## src/hdl/rwfb_pkg.sv

```systemverilog
// Shared types, constants and the drive angle limiter for the register-write
// frame builder. No dependencies.

package rwfb_pkg;

    localparam int MAX_VALUES_DEF  = 24;
    localparam int QUEUE_DEPTH_DEF = 4;

    localparam logic [7:0] HDR_SYNC0 = 8'hEB;
    localparam logic [7:0] HDR_SYNC1 = 8'h90;
    localparam logic [7:0] OPC_WRITE = 8'h12;

    localparam logic signed [15:0] DRV1_LO  = -16'sd150;
    localparam logic signed [15:0] DRV1_HI  = 16'sd0;
    localparam logic signed [15:0] WRIST_LO = -16'sd200;
    localparam logic signed [15:0] WRIST_HI = 16'sd200;
    localparam logic signed [15:0] WIDE_LO  = 16'sd0;
    localparam logic signed [15:0] WIDE_HI  = 16'sd1000;
    localparam logic signed [15:0] STD_LO   = 16'sd0;
    localparam logic signed [15:0] STD_HI   = 16'sd900;

    // Byte position within the emitted sequence for one queue entry
    typedef enum logic [3:0] {
        STEP_SYNC0,
        STEP_SYNC1,
        STEP_DEV,
        STEP_LEN,
        STEP_OPC,
        STEP_ADDR_LO,
        STEP_ADDR_HI,
        STEP_VAL_LO,
        STEP_VAL_HI,
        STEP_CSUM
    } step_t;

    // One classified value, handed from front to back
    typedef struct packed {
        logic        first;
        logic        last;
        logic [7:0]  dev_addr;
        logic [7:0]  len;
        logic [15:0] addr;
        logic [15:0] data;
    } entry_t;

    function automatic logic signed [15:0] clamp_value(
        input logic [4:0]         drive,
        input logic signed [15:0] v
    );
        logic signed [15:0] lo;
        logic signed [15:0] hi;
        logic signed [15:0] res;
        lo = STD_LO;
        hi = STD_HI;
        if (drive == 5'd1)
        begin
            lo = DRV1_LO;
            hi = DRV1_HI;
        end
        else if (drive >= 5'd2 && drive <= 5'd5)
        begin
            lo = WRIST_LO;
            hi = WRIST_HI;
        end
        else if (drive == 5'd18 || drive == 5'd19 || drive == 5'd23 || drive == 5'd24)
        begin
            lo = WIDE_LO;
            hi = WIDE_HI;
        end
        res = v;
        if (v < lo)
            res = lo;
        else if (v > hi)
            res = hi;
        return res;
    endfunction

endpackage

```

## src/hdl/rwfb_fifo.sv

```systemverilog
// Small flip-flop queue between the frame front end and the byte sequencer.
// Generic width/depth; no package dependency.

module rwfb_fifo #(
    parameter int WIDTH = 8,
    parameter int DEPTH = 4
) (
    input  logic             clk,
    input  logic             rst_n,
    input  logic             push,
    input  logic [WIDTH-1:0] wr_data,
    input  logic             pop,
    output logic [WIDTH-1:0] rd_data,
    output logic             full,
    output logic             empty
);
    localparam int AW   = (DEPTH > 1) ? $clog2(DEPTH) : 1;
    localparam int CNTW = $clog2(DEPTH + 1);

    logic [WIDTH-1:0] mem_reg [DEPTH];
    logic [AW-1:0]    wr_ptr_reg;
    logic [AW-1:0]    rd_ptr_reg;
    logic [CNTW-1:0]  count_reg;
    logic [AW-1:0]    wr_ptr_next;
    logic [AW-1:0]    rd_ptr_next;
    logic [CNTW-1:0]  count_next;

    assign full    = (count_reg == CNTW'(DEPTH));
    assign empty   = (count_reg == '0);
    assign rd_data = mem_reg[rd_ptr_reg];

    always_comb
    begin
        wr_ptr_next = wr_ptr_reg;
        rd_ptr_next = rd_ptr_reg;
        count_next  = count_reg;
        if (push)
            wr_ptr_next = (wr_ptr_reg == AW'(DEPTH - 1)) ? '0 : wr_ptr_reg + 1'b1;
        if (pop)
            rd_ptr_next = (rd_ptr_reg == AW'(DEPTH - 1)) ? '0 : rd_ptr_reg + 1'b1;
        if (push && !pop)
            count_next = count_reg + 1'b1;
        else if (pop && !push)
            count_next = count_reg - 1'b1;
    end

    always_ff @(posedge clk or negedge rst_n)
    begin
        if (!rst_n)
        begin
            wr_ptr_reg <= '0;
            rd_ptr_reg <= '0;
            count_reg  <= '0;
        end
        else
        begin
            wr_ptr_reg <= wr_ptr_next;
            rd_ptr_reg <= rd_ptr_next;
            count_reg  <= count_next;
        end
    end

    always_ff @(posedge clk)
    begin
        if (push)
            mem_reg[wr_ptr_reg] <= wr_data;
    end

endmodule

```

## src/hdl/rwfb_front.sv

```systemverilog
// Front end: accepts value beats, tracks frame position, drive id and clamp mode,
// clamps the value in clamp mode and builds one queue entry per beat. Uses rwfb_pkg.

module rwfb_front import rwfb_pkg::*; #(
    parameter int MAX_VALUES = MAX_VALUES_DEF
) (
    input  logic               clk,
    input  logic               rst_n,
    input  logic               cfg_we,
    input  logic [7:0]         cfg_data,
    input  logic               in_valid,
    input  logic               q_full,
    input  logic [15:0]        reg_address,
    input  logic [4:0]         value_count,
    input  logic [4:0]         first_drive,
    input  logic               clamp_angles,
    input  logic signed [15:0] value,
    output logic               push,
    output entry_t             entry
);
    localparam int CW = $clog2(MAX_VALUES + 1);

    logic [7:0]         dev_addr_reg;
    logic [CW-1:0]      idx_reg;
    logic [CW-1:0]      count_reg;
    logic [4:0]         drive_reg;
    logic               clamp_reg;

    logic               first;
    logic [CW-1:0]      sat_count;
    logic [CW-1:0]      eff_count;
    logic [4:0]         eff_drive;
    logic               eff_clamp;
    logic [CW:0]        idx_inc;
    logic               last;
    logic signed [15:0] data;

    assign push = in_valid && !q_full;
    assign first = (idx_reg == '0);

    always_comb
    begin
        if (value_count == 5'd0)
            sat_count = CW'(1);
        else if (32'(value_count) > MAX_VALUES)
            sat_count = CW'(MAX_VALUES);
        else
            sat_count = CW'(value_count);
    end

    assign eff_count = first ? sat_count : count_reg;
    assign eff_drive = first ? first_drive : drive_reg;
    assign eff_clamp = first ? clamp_angles : clamp_reg;
    assign idx_inc   = {1'b0, idx_reg} + 1'b1;
    assign last      = (idx_inc >= {1'b0, eff_count});
    assign data      = eff_clamp ? clamp_value(eff_drive, value) : value;

    always_comb
    begin
        entry.first    = first;
        entry.last     = last;
        entry.dev_addr = dev_addr_reg;
        entry.len      = 8'((32'(sat_count) << 1) + 32'd3);
        entry.addr     = reg_address;
        entry.data     = data;
    end

    always_ff @(posedge clk or negedge rst_n)
    begin
        if (!rst_n)
        begin
            dev_addr_reg <= 8'd1;
            idx_reg      <= '0;
            count_reg    <= '0;
            drive_reg    <= 5'd1;
            clamp_reg    <= 1'b0;
        end
        else
        begin
            if (cfg_we)
                dev_addr_reg <= cfg_data;
            if (push)
            begin
                if (first)
                begin
                    count_reg <= sat_count;
                    clamp_reg <= clamp_angles;
                end
                drive_reg <= eff_drive + 5'd1;
                idx_reg   <= last ? '0 : idx_inc[CW-1:0];
            end
        end
    end

endmodule

```

## src/hdl/rwfb_back.sv

```systemverilog
// Back end: pops queue entries and emits header, value and checksum bytes,
// one per beat, through a registered output stage. Uses rwfb_pkg.

module rwfb_back import rwfb_pkg::*; (
    input  logic       clk,
    input  logic       rst_n,
    input  logic       q_empty,
    input  entry_t     q_entry,
    output logic       pop,
    output logic       out_valid,
    input  logic       out_stall,
    output logic [7:0] frame_byte,
    output logic       end_of_frame
);
    entry_t     cur_reg;
    logic       cur_valid_reg;
    step_t      step_reg;
    step_t      step_next;
    logic [7:0] sum_reg;
    logic [7:0] sum_next;
    logic       out_valid_reg;
    logic [7:0] byte_reg;
    logic       eof_reg;

    logic       advance;
    logic       emit;
    logic       done;
    logic [7:0] byte_sel;

    assign advance = !out_valid_reg || !out_stall;
    assign emit    = cur_valid_reg && advance;
    assign done    = emit && ((step_reg == STEP_VAL_HI && !cur_reg.last)
                              || step_reg == STEP_CSUM);
    assign pop     = (!cur_valid_reg || done) && !q_empty;

    always_comb
    begin
        byte_sel  = sum_reg;
        step_next = STEP_SYNC0;
        unique case (step_reg)
            STEP_SYNC0:   begin byte_sel = HDR_SYNC0;           step_next = STEP_SYNC1;   end
            STEP_SYNC1:   begin byte_sel = HDR_SYNC1;           step_next = STEP_DEV;     end
            STEP_DEV:     begin byte_sel = cur_reg.dev_addr;    step_next = STEP_LEN;     end
            STEP_LEN:     begin byte_sel = cur_reg.len;         step_next = STEP_OPC;     end
            STEP_OPC:     begin byte_sel = OPC_WRITE;           step_next = STEP_ADDR_LO; end
            STEP_ADDR_LO: begin byte_sel = cur_reg.addr[7:0];   step_next = STEP_ADDR_HI; end
            STEP_ADDR_HI: begin byte_sel = cur_reg.addr[15:8];  step_next = STEP_VAL_LO;  end
            STEP_VAL_LO:  begin byte_sel = cur_reg.data[7:0];   step_next = STEP_VAL_HI;  end
            STEP_VAL_HI:  begin byte_sel = cur_reg.data[15:8];  step_next = STEP_CSUM;    end
            STEP_CSUM:    begin byte_sel = sum_reg;             step_next = STEP_SYNC0;   end
            default:      begin byte_sel = sum_reg;             step_next = STEP_SYNC0;   end
        endcase
    end

    // checksum covers device id through the last value byte
    always_comb
    begin
        case (step_reg) inside
            STEP_SYNC0:            sum_next = '0;
            STEP_SYNC1, STEP_CSUM: sum_next = sum_reg;
            default:               sum_next = sum_reg + byte_sel;
        endcase
    end

    always_ff @(posedge clk or negedge rst_n)
    begin
        if (!rst_n)
        begin
            cur_valid_reg <= 1'b0;
            step_reg      <= STEP_SYNC0;
            sum_reg       <= '0;
            out_valid_reg <= 1'b0;
        end
        else
        begin
            if (pop)
            begin
                cur_valid_reg <= 1'b1;
                step_reg      <= q_entry.first ? STEP_SYNC0 : STEP_VAL_LO;
            end
            else if (done)
                cur_valid_reg <= 1'b0;
            else if (emit)
                step_reg <= step_next;
            if (emit)
                sum_reg <= sum_next;
            if (advance)
                out_valid_reg <= cur_valid_reg;
        end
    end

    always_ff @(posedge clk)
    begin
        if (pop)
            cur_reg <= q_entry;
        if (emit)
        begin
            byte_reg <= byte_sel;
            eof_reg  <= (step_reg == STEP_CSUM);
        end
    end

    assign out_valid    = out_valid_reg;
    assign frame_byte   = byte_reg;
    assign end_of_frame = eof_reg;

endmodule

```

## src/hdl/register_write_frame_builder_top.sv

```systemverilog
// Top level of the register-write frame builder: front end, entry queue, byte
// sequencer. Depends on rwfb_pkg, rwfb_front, rwfb_fifo, rwfb_back.
//
//  channel | signals                                    | handshake
//  --------+--------------------------------------------+-------------------
//  cfg     | cfg_data[7:0] (device id)                  | cfg_valid/cfg_ready
//  in      | reg_address, value_count, first_drive,     | in_valid/in_stall
//          | clamp_angles, value                        |
//  out     | frame_byte, end_of_frame                   | out_valid/out_stall
//
// One value beat in yields two bytes out, plus 7 header bytes on the first value
// of a frame and 1 checksum byte on the last; the sequencer emits one byte per
// cycle while an entry is waiting and out_stall is low. The entry queue lets
// values enter while the sequencer is busy; in_stall is raised only when it is
// full. A first byte passes the queue, current-entry and output byte registers.
// Reset is asynchronous, active low; device id resets to 1.

module register_write_frame_builder_top import rwfb_pkg::*; #(
    parameter int MAX_VALUES  = MAX_VALUES_DEF,
    parameter int QUEUE_DEPTH = QUEUE_DEPTH_DEF
) (
    input  logic               clk,
    input  logic               rst_n,
    input  logic               cfg_valid,
    output logic               cfg_ready,
    input  logic [7:0]         cfg_data,
    input  logic               in_valid,
    output logic               in_stall,
    input  logic [15:0]        reg_address,
    input  logic [4:0]         value_count,
    input  logic [4:0]         first_drive,
    input  logic               clamp_angles,
    input  logic signed [15:0] value,
    output logic               out_valid,
    input  logic               out_stall,
    output logic [7:0]         frame_byte,
    output logic               end_of_frame
);
    logic   push;
    logic   pop;
    logic   q_full;
    logic   q_empty;
    entry_t wr_entry;
    entry_t rd_entry;
    logic [$bits(entry_t)-1:0] rd_bits;

    assign cfg_ready = 1'b1;
    assign in_stall  = q_full;
    assign rd_entry  = entry_t'(rd_bits);

    rwfb_front #(
        .MAX_VALUES (MAX_VALUES)
    ) u_front (
        .clk          (clk),
        .rst_n        (rst_n),
        .cfg_we       (cfg_valid && cfg_ready),
        .cfg_data     (cfg_data),
        .in_valid     (in_valid),
        .q_full       (q_full),
        .reg_address  (reg_address),
        .value_count  (value_count),
        .first_drive  (first_drive),
        .clamp_angles (clamp_angles),
        .value        (value),
        .push         (push),
        .entry        (wr_entry)
    );

    rwfb_fifo #(
        .WIDTH ($bits(entry_t)),
        .DEPTH (QUEUE_DEPTH)
    ) u_fifo (
        .clk     (clk),
        .rst_n   (rst_n),
        .push    (push),
        .wr_data (wr_entry),
        .pop     (pop),
        .rd_data (rd_bits),
        .full    (q_full),
        .empty   (q_empty)
    );

    rwfb_back u_back (
        .clk          (clk),
        .rst_n        (rst_n),
        .q_empty      (q_empty),
        .q_entry      (rd_entry),
        .pop          (pop),
        .out_valid    (out_valid),
        .out_stall    (out_stall),
        .frame_byte   (frame_byte),
        .end_of_frame (end_of_frame)
    );

endmodule
```

## config.mk

```make
export PLATFORM = sky130hd
export DESIGN_NAME = register_write_frame_builder_top
export DESIGN_NICKNAME = d
export VERILOG_FILES = /design/src/hdl/rwfb_pkg.sv /design/src/hdl/rwfb_fifo.sv /design/src/hdl/rwfb_front.sv /design/src/hdl/rwfb_back.sv /design/src/hdl/register_write_frame_builder_top.sv
export SDC_FILE = /design/constraint.sdc
export NUM_CORES = 1
export LEC_CHECK = 0
export CORE_ASPECT_RATIO = 0.9
export CORE_UTILIZATION = 50
export CTS_BUF_LIST = sky130_fd_sc_hd__clkbuf_4 sky130_fd_sc_hd__clkbuf_8
export CTS_CLUSTER_SIZE = 30
export DETAILED_ROUTE_END_ITERATION = 7
export DONT_BUFFER_PORTS = 1
export PLACE_DENSITY_LB_ADDON = 0.25
export SYNTH_ARGS = -nofsm -noshare
export SYNTH_HDL_FRONTEND = slang
export SYNTH_HIERARCHICAL = 1
export SYNTH_SLANG_ARGS = --single-unit
```

## constraint.sdc

```tcl
create_clock -name clk -period 9.1 [get_ports clk]
set_clock_uncertainty 0.05 [all_clocks]
set_input_delay 0.455 -clock clk [delete_from_list [all_inputs] [get_ports clk]]
set_output_delay 0.455 -clock clk [all_outputs]
set_load 0.01 [all_outputs]
```

==> summary.txt, run 1 <==
Port Buf Inserts: 0
Slowest-stage cell, CP: or4b_4
Yosys reg bits: 303
Hold Crit Class: in -> reg
clk buf depth: 3
Post-Synthesis Cells: 874
diode count: 0
gpl congestion: 0.8951
Non-Filler Instances: 1292
top cell type's share of synthesized area: 57.44%
Max H-tree Level: 2
LEAKAGE: 5.245 nW
final WL: 26400 µm
crit path kind: reg -> reg
Initial Util: 51.33%
peak fanout along the critical path: 21
syn_area_per_cell: 15.43 µm²
CTS tree: built
die area: 27640 µm²
outcome: complete, no violations
Synth top cells by count: edfxtp_1 (258), nand2_1 (59), mux4_2 (48), o21ai_0 (44), dfrtp_1 (43)
Final Critical Period: 4462 ps
Hold Fails Final Rpt: 0
Die X: 175.1 µm
crit-path cells: inv_1, ha_1, or4b_4, clkinv_4, nor3_1, a22o_1, inv_1, ha_1, nand2_1, o41ai_1, a31oi_1, o221ai_2, nand2_1, o221a_2
root buf cell: clkbuf_8
Total Neg Setup Slack: 0 ps
Pwr Density: 339.0 nW/µm²
Max Cap Violations: 0
busiest grt layer: met2
worst path buffer plus inverter count: 3
FP Rows: 56
share of layout cells above drive strength 1: 18.54%
Peak supply drop: 0.1434 mV
most common cell in the synthesized netlist: edfxtp_1
GR Util met3: 4.059%
fin nets: 1003
number of enable flip-flop cells after synthesis: 258
unrepaired setup endpoints after global routing: false
Rel. slew slack: 29.06%
fill count: 2052
Worst-path clk slew: 60 ps
Area contributors post-synth: edfxtp_1 (57%), mux4_2 (8.0%), dfrtp_1 (8.0%)
Reg2Reg Depth: 14
Pwr Total: 5.060 mW
Synth warnings: 6
router iterations before antenna repair: 5
WP depth: 14
Synth async-reset ratio: 14.85%
M1 GR Usage: 28.00%
largest area contributor in the netlist: edfxtp_1
post-synthesis sequential area ratio: 65.81%
clk sinks: 303
met2 usage: 30.69%
Core ar.: 26280 µm²
fin. max-slew vios: 0
largest net degree at the start of global routing: 54
DRT antenna net count: 0
routed len/inst: 20.43 µm
vias in the first global route: 7395
area grow syn2layout: 10.65%
initial antenna violation count: 0
Detail Placement HPWL: 16010 µm
f_max: 224.1 MHz
post-synthesis cell area: 13490 µm²
total track usage: 19.73%
Setup WS post-layout: 4638 ps
post-DR vias/cell: 5.728
clock buffer count from CTS: 47
Distinct cells, synth: 78
final setup vio count: 0
DIE HEIGHT: 157.8 µm
Slew @ Worst Pin: 1064 ps
via count: 7401
slowest cell delay on critical path: 620 ps
period utilization: 49.03%
Synth Flop Type: edfxtp_1
Top Family by Delay on Critical Path: compound AO/OA/AOI/OAI gates
Setup crit end kind: flop
first-pass GRT wire length: 41480 µm
critical path data required time: 9350 ps
worst path arrival time: 4710 ps
Inst Count DP: 1169
CTS resizes: 0
flop-to-flop setup slack: 4640 ps
pre-CTS setup slack: 4699 ps
Hold Crit Depth: 1
Startpoint Class: flop
Starting DRT DRC Count: 560
gr ovfl total: 0
# DRC: 0
Clock Latency Late Sink: 580 ps
max reg flops: 200
I/O Pins: 68
-- power breakdown --
group | switching [mW] | internal (mW)
Sequential | 0.216 | 1.97
Combinational | 0.982 | 0.724
Clock | 0.536 | 0.630
Total | 1.73 | 3.33
-- final timing paths --
check,from,endpoint
min in group asynchronous,rst_n,u_front/dev_addr_reg[1]
min,value[11],u_fifo/mem_reg[3][11]
max in group asynchronous,rst_n,u_front/drive_reg[0]
min reg2reg,u_front/count_reg[3],u_front/count_reg[3]
max reg2reg,u_front/idx_reg[0],u_fifo/mem_reg[0][5]
max,u_front/idx_reg[0],u_fifo/mem_reg[0][5]
-- metrics by stage --
step	utilization, %	hold WS, ps	instance area (µm²)
after floorplan	-	109.4	13490
after global placement	51.65	111.9	13570
after detailed placement	51.65	113.5	13570
after CTS	56.80	56.48	14920
after global routing	56.80	87.52	14920
final	56.80	92.41	14920
-- cells in the final DEF, fill, tap and decap left out, types with 5 or more instances in the layout --
| cell | netlist | layout |
|---|---|---|
| edfxtp_1 | 258 | 258 |
| nand2_1 | 59 | 59 |
| clkbuf_8 | 0 | 55 |
| mux4_2 | 48 | 48 |
| o21ai_0 | 44 | 44 |
| nor2_1 | 41 | 41 |
| dfrtp_1 | 43 | 41 |
| ha_1 | 40 | 40 |
| dlygate4sd3_1 | 0 | 34 |
| a21oi_1 | 33 | 33 |
| inv_1 | 30 | 30 |
| nand3_1 | 17 | 17 |
| mux2_2 | 15 | 15 |
| nor3_1 | 13 | 13 |
| clkinv_2 | 0 | 12 |
| mux2i_1 | 11 | 11 |
| clkbuf_4 | 0 | 10 |
| nand2b_1 | 9 | 9 |
| xnor2_1 | 9 | 9 |
| o22ai_1 | 8 | 8 |
| a21o_1 | 8 | 8 |
| clkinv_1 | 2 | 7 |
| a31oi_1 | 7 | 7 |
| and3_1 | 6 | 6 |
| buf_4 | 23 | 5 |
| o211ai_1 | 5 | 5 |
| o21a_1 | 5 | 5 |
| a211oi_1 | 6 | 5 |
| xor2_1 | 5 | 5 |
-- logic make-up after synthesis --
logic type / count (synthesis) / share of synthesized area (%)
flip-flops: 303 / 65.81
AND/OR/NAND/NOR: 179 / 6.521
AO/OA/AOI/OAI: 163 / 7.996
buffers and inverters: 93 / 4.091
multiplexers: 77 / 10.58
adder cells (fa/ha/maj): 42 / 4.007
XOR/XNOR: 14 / 0.9091
other: 3 / 0.08348
-- cell type report --
type	count	area, µm²	share of cell area [%]
clock buffers	65	832.0	5.575
clock inverters	23	152.6	1.023
inverters	34	132.6	0.8887
multi-input cells	479	4085	27.37
flip-flops and latches	303	8881	59.51
well taps	348	435.4	2.918
repair buffers	40	405.4	2.716
-- per-layer routing --
metal	vias to the layer above	share of wire, %	wire length (µm)
li1	3445	-	-
met1	3694	46	12110
met2	210	46	12140
met3	52	5.8	1534
met4	0	2.3	617
met5	-	0	0
-- what timing repair did --
| item | 4_1_cts | 5_1_grt |
|---|---|---|
| endpoints found under the hold margin | 118 | 0 |
| hold buffers | 35 | 0 |
| endpoints found under the setup margin | 0 | 0 |
| setup buffers | 0 | 0 |
(Power assumes the default switching activity.)
==> run 2, diff against run 1 <==
Settings changed: ABC_AREA set to 1.
Clock period 9.1 ns to 4.05 ns, I/O delays scaled along.
==> summary.txt, run 2 <==
outcome: complete, no violations (unchanged)
total track usage: 19.81% (was 19.73%)
Worst-path clk slew: 60 ps (about the same)
gpl congestion: 0.9007 (was 0.8951)
hold wc startpoint: value[3] (was value[11])
gr ovfl total: 0 (unchanged)
clock buffer count from CTS: 49 (was 47)
area grow syn2layout: 12.34% (was 10.65%)
unrepaired setup endpoints after global routing: false (unchanged)
Area contributors post-synth: edfxtp_1 (54%), nand2_1 (8.4%), dfrtp_1 (7.5%) (was edfxtp_1 (57%), mux4_2 (8.0%), dfrtp_1 (8.0%))
R2R Path End: u_fifo/mem_reg[1][4] (was u_fifo/mem_reg[0][5])
Non-Filler Instances: 1770 (was 1292)
CTS tree: built (unchanged)
Synth warnings: 6 (unchanged)
Synth top cells by count: nand2_1 (322), edfxtp_1 (258), inv_1 (182), o211ai_1 (100), nand3_1 (65) (was edfxtp_1 (258), nand2_1 (59), mux4_2 (48), o21ai_0 (44), dfrtp_1 (43))
crit path kind: reg -> reg (unchanged)
diode count: 0 (unchanged)
flop-to-flop setup slack: 340 ps (was 4640 ps)
router iterations before antenna repair: 7 (was 5)
largest area contributor in the netlist: edfxtp_1 (unchanged)
fin area: 16170 µm² (was 14920 µm²)
Hold Crit Depth: 4 (was 1)
post-DR vias/cell: 5.229 (was 5.728)
routed len/inst: 16.08 µm (was 20.43 µm)
f_max: 269.9 MHz (was 224.1 MHz)
Die X: 180.9 µm (was 175.1 µm)
vias in the first global route: 9061 (was 7395)
critical path data required time: 4260 ps (was 9350 ps)
clk sinks: 303 (unchanged)
Sequential cell area: 8877 µm² (was 8881 µm²)
max reg flops: 200 (unchanged)
WHS: 26.64 ps (was 92.41 ps)
die area: 29480 µm² (was 27640 µm²)
first-pass GRT wire length: 46020 µm (was 41480 µm)
DRT antenna net count: 0 (unchanged)
WHS Endpoint: u_fifo/mem_reg[1][3] (was u_fifo/mem_reg[3][11])
post-synthesis cell area: 14400 µm² (was 13490 µm²)
Hold Fails Final Rpt: 0 (unchanged)
Setup WS post-layout: 344.8 ps (was 4638 ps)
fill count: 2359 (was 2052)
Starting DRT DRC Count: 633 (was 560)
clk buf depth: 3 (unchanged)
worst path arrival time: 3920 ps (was 4710 ps)
Startpoint Class: flop (unchanged)
Yosys reg bits: 303 (unchanged)
period utilization: 91.49% (was 49.03%)
post-synthesis sequential area ratio: 61.65% (was 65.81%)
Inst Count DP: 1619 (was 1169)
fin. max-slew vios: 0 (unchanged)
FP Rows: 58 (was 56)
leading cell types in the layout, fill and taps excluded: nand2_1 (322), edfxtp_1 (258), inv_1 (178), o211ai_1 (100), nand3_1 (65) (was edfxtp_1 (258), nand2_1 (59), clkbuf_8 (55), mux4_2 (48), o21ai_0 (44))
largest net degree at the start of global routing: 117 (was 54)
Peak supply drop: 0.5177 mV (was 0.1434 mV)
share of layout cells above drive strength 1: 13.05% (was 18.54%)
Slowest-stage cell, CP: ha_1 (was or4b_4)
Rel. slew slack: 44.82% (was 29.06%)
Max H-tree Level: 2 (unchanged)
via count: 9256 (was 7401)
Detail Placement HPWL: 17620 µm (was 16010 µm)
Port Buf Inserts: 0 (unchanged)
Post-Synthesis Cells: 1308 (was 874)
final setup vio count: 0 (unchanged)
placed cell area: 14470 µm² (was 13570 µm²)
peak fanout along the critical path: 11 (was 21)
Synth async-reset ratio: 14.85% (unchanged)
Final Critical Period: 3705 ps (was 4462 ps)
Core ar.: 28160 µm² (was 26280 µm²)
Reg2Reg Depth: 23 (was 14)
final WL: 28460 µm (was 26400 µm)
Most Frequent Cell on Critical Path: nand2_4
Pwr Density: 795.2 nW/µm² (was 339.0 nW/µm²)
pre-CTS setup slack: 197.9 ps (was 4699 ps)
Setup crit end kind: flop (unchanged)
syn_area_per_cell: 11.01 µm² (was 15.43 µm²)
# DRC: 0 (unchanged)
crit-path cells: inv_1, ha_1, inv_1, nor2_2, nand2_4, nand2_2, nand2_4, nor2_4, nand2_1, nand2_4, inv_2, ha_1, nand2_1, inv_1, nand3_1, nor3_2, nand2_4, nand2_2, nand2_4, nand2_4, nand2_1, nand3_1, nand2_1 (was inv_1, ha_1, or4b_4, clkinv_4, nor3_1, a22o_1, inv_1, ha_1, nand2_1, o41ai_1, a31oi_1, o221ai_2, nand2_1, o221a_2)
Synth Flop Type: edfxtp_1 (unchanged)
top cell type's share of synthesized area: 53.81% (was 57.44%)
Clock Latency Late Sink: 560 ps (was 580 ps)
initial antenna violation count: 0 (unchanged)
Distinct cells, synth: 50 (was 78)
number of enable flip-flop cells after synthesis: 258 (unchanged)
root buf cell: clkbuf_8 (unchanged)
Hold Crit Class: in -> reg (unchanged)
Total Neg Setup Slack: 0 ps (unchanged)
slowest cell delay on critical path: 450 ps (was 620 ps)
Slew @ Worst Pin: 827.7 ps (was 1064 ps)
most common cell in the synthesized netlist: nand2_1 (was edfxtp_1)
fin nets: 1471 (was 1003)
Initial Util: 51.13% (was 51.33%)
Max Cap Violations: 0 (unchanged)
I/O Pins: 68 (unchanged)
commonest non-fill, non-tap cell in the layout: nand2_1 (was edfxtp_1)
worst r2r src: u_front/idx_reg[0] (unchanged)
LEAKAGE: 6.864 nW (was 5.245 nW)
Multi-input gate area: 4303 µm² (was 4085 µm²)
DIE HEIGHT: 163.0 µm (was 157.8 µm)
==> run 2: worst max path at each step <==
stage,start,to,slack (ps),cells after the start
2_1_floorplan,u_front/idx_reg[0],u_fifo/mem_reg[0][4],690,24
3_3_place_gp,u_front/idx_reg[0],u_fifo/mem_reg[1][6],310,25
3_5_place_dp,u_front/idx_reg[0],u_fifo/mem_reg[0][4],200,22
4_1_cts,u_front/idx_reg[0],u_fifo/mem_reg[3][2],170,23
5_1_grt,u_front/idx_reg[0],u_fifo/mem_reg[1][2],20,23
6_report,u_front/idx_reg[0],u_fifo/mem_reg[1][4],340,23
==> run 2: cell type report <==
class | count | share of cell area, %
sequential | 303 | 54.88
multi-input combinational | 746 | 26.60
clock buffer | 75 | 5.531
timing repair buffer | 78 | 4.765
inverter | 195 | 4.556
tap | 360 | 2.785
clock inverter | 13 | 0.8741
==> run 2: timing repair <==
item	CTS	global route
hold buffers	62	0
endpoints found under the setup margin	0	64
resized for setup	0	7
buffers inserted	0	1
endpoints found under the hold margin	212	0
==> run 2: cells by family after synthesis <==
group / after synthesis / synth area share (%)
AOI/OAI and AO/OA: 196 / 9.142
xor gates and xnor gates: 7 / 0.4258
adders and majority gates: 42 / 3.754
buffers and inverters: 260 / 8.673
DFF: 303 / 61.65
muxes: 8 / 0.6257
other: 3 / 0.07821
and+or+nand+nor: 489 / 15.65
==> run 2: power by group <==
part	leakage (nW)	internal, mW	switching, mW
registers	2.91	4.49	0.311
logic	3.41	1.74	3.56
clock network	0.541	1.60	1.16
total	6.86	7.83	5.03
==> run 2: critical path, delay by kind of cell, from the launching register on <==
| family | cells | cell delay, ps |
|---|---|---|
| adder cells (fa/ha/maj) | 2 | 600 |
| buffers and inverters | 4 | 380 |
| AND/OR/NAND/NOR | 17 | 1970 |
| flip-flops | 1 | 410 |
==> run 2: through the flow <==
stage	power, mW	util [%]
6_report	12.86	57.44
3_3_place_gp	9.886	51.38
4_1_cts	12.88	57.32
5_1_grt	13.81	57.44
2_1_floorplan	8.993	-
3_5_place_dp	10.02	51.38
==> run 2: routing by layer <==
| layer | vias up | track usage (%) | wire length [µm] |
|---|---|---|---|
| li1 | 4608 | - | - |
| met2 | 228 | 31.57 | 13000 |
| met3 | 53 | 3.555 | 1416 |
| met5 | - | 0 | 0 |
| met1 | 4367 | 27.48 | 13440 |
| met4 | 0 | 6.799 | 603 |
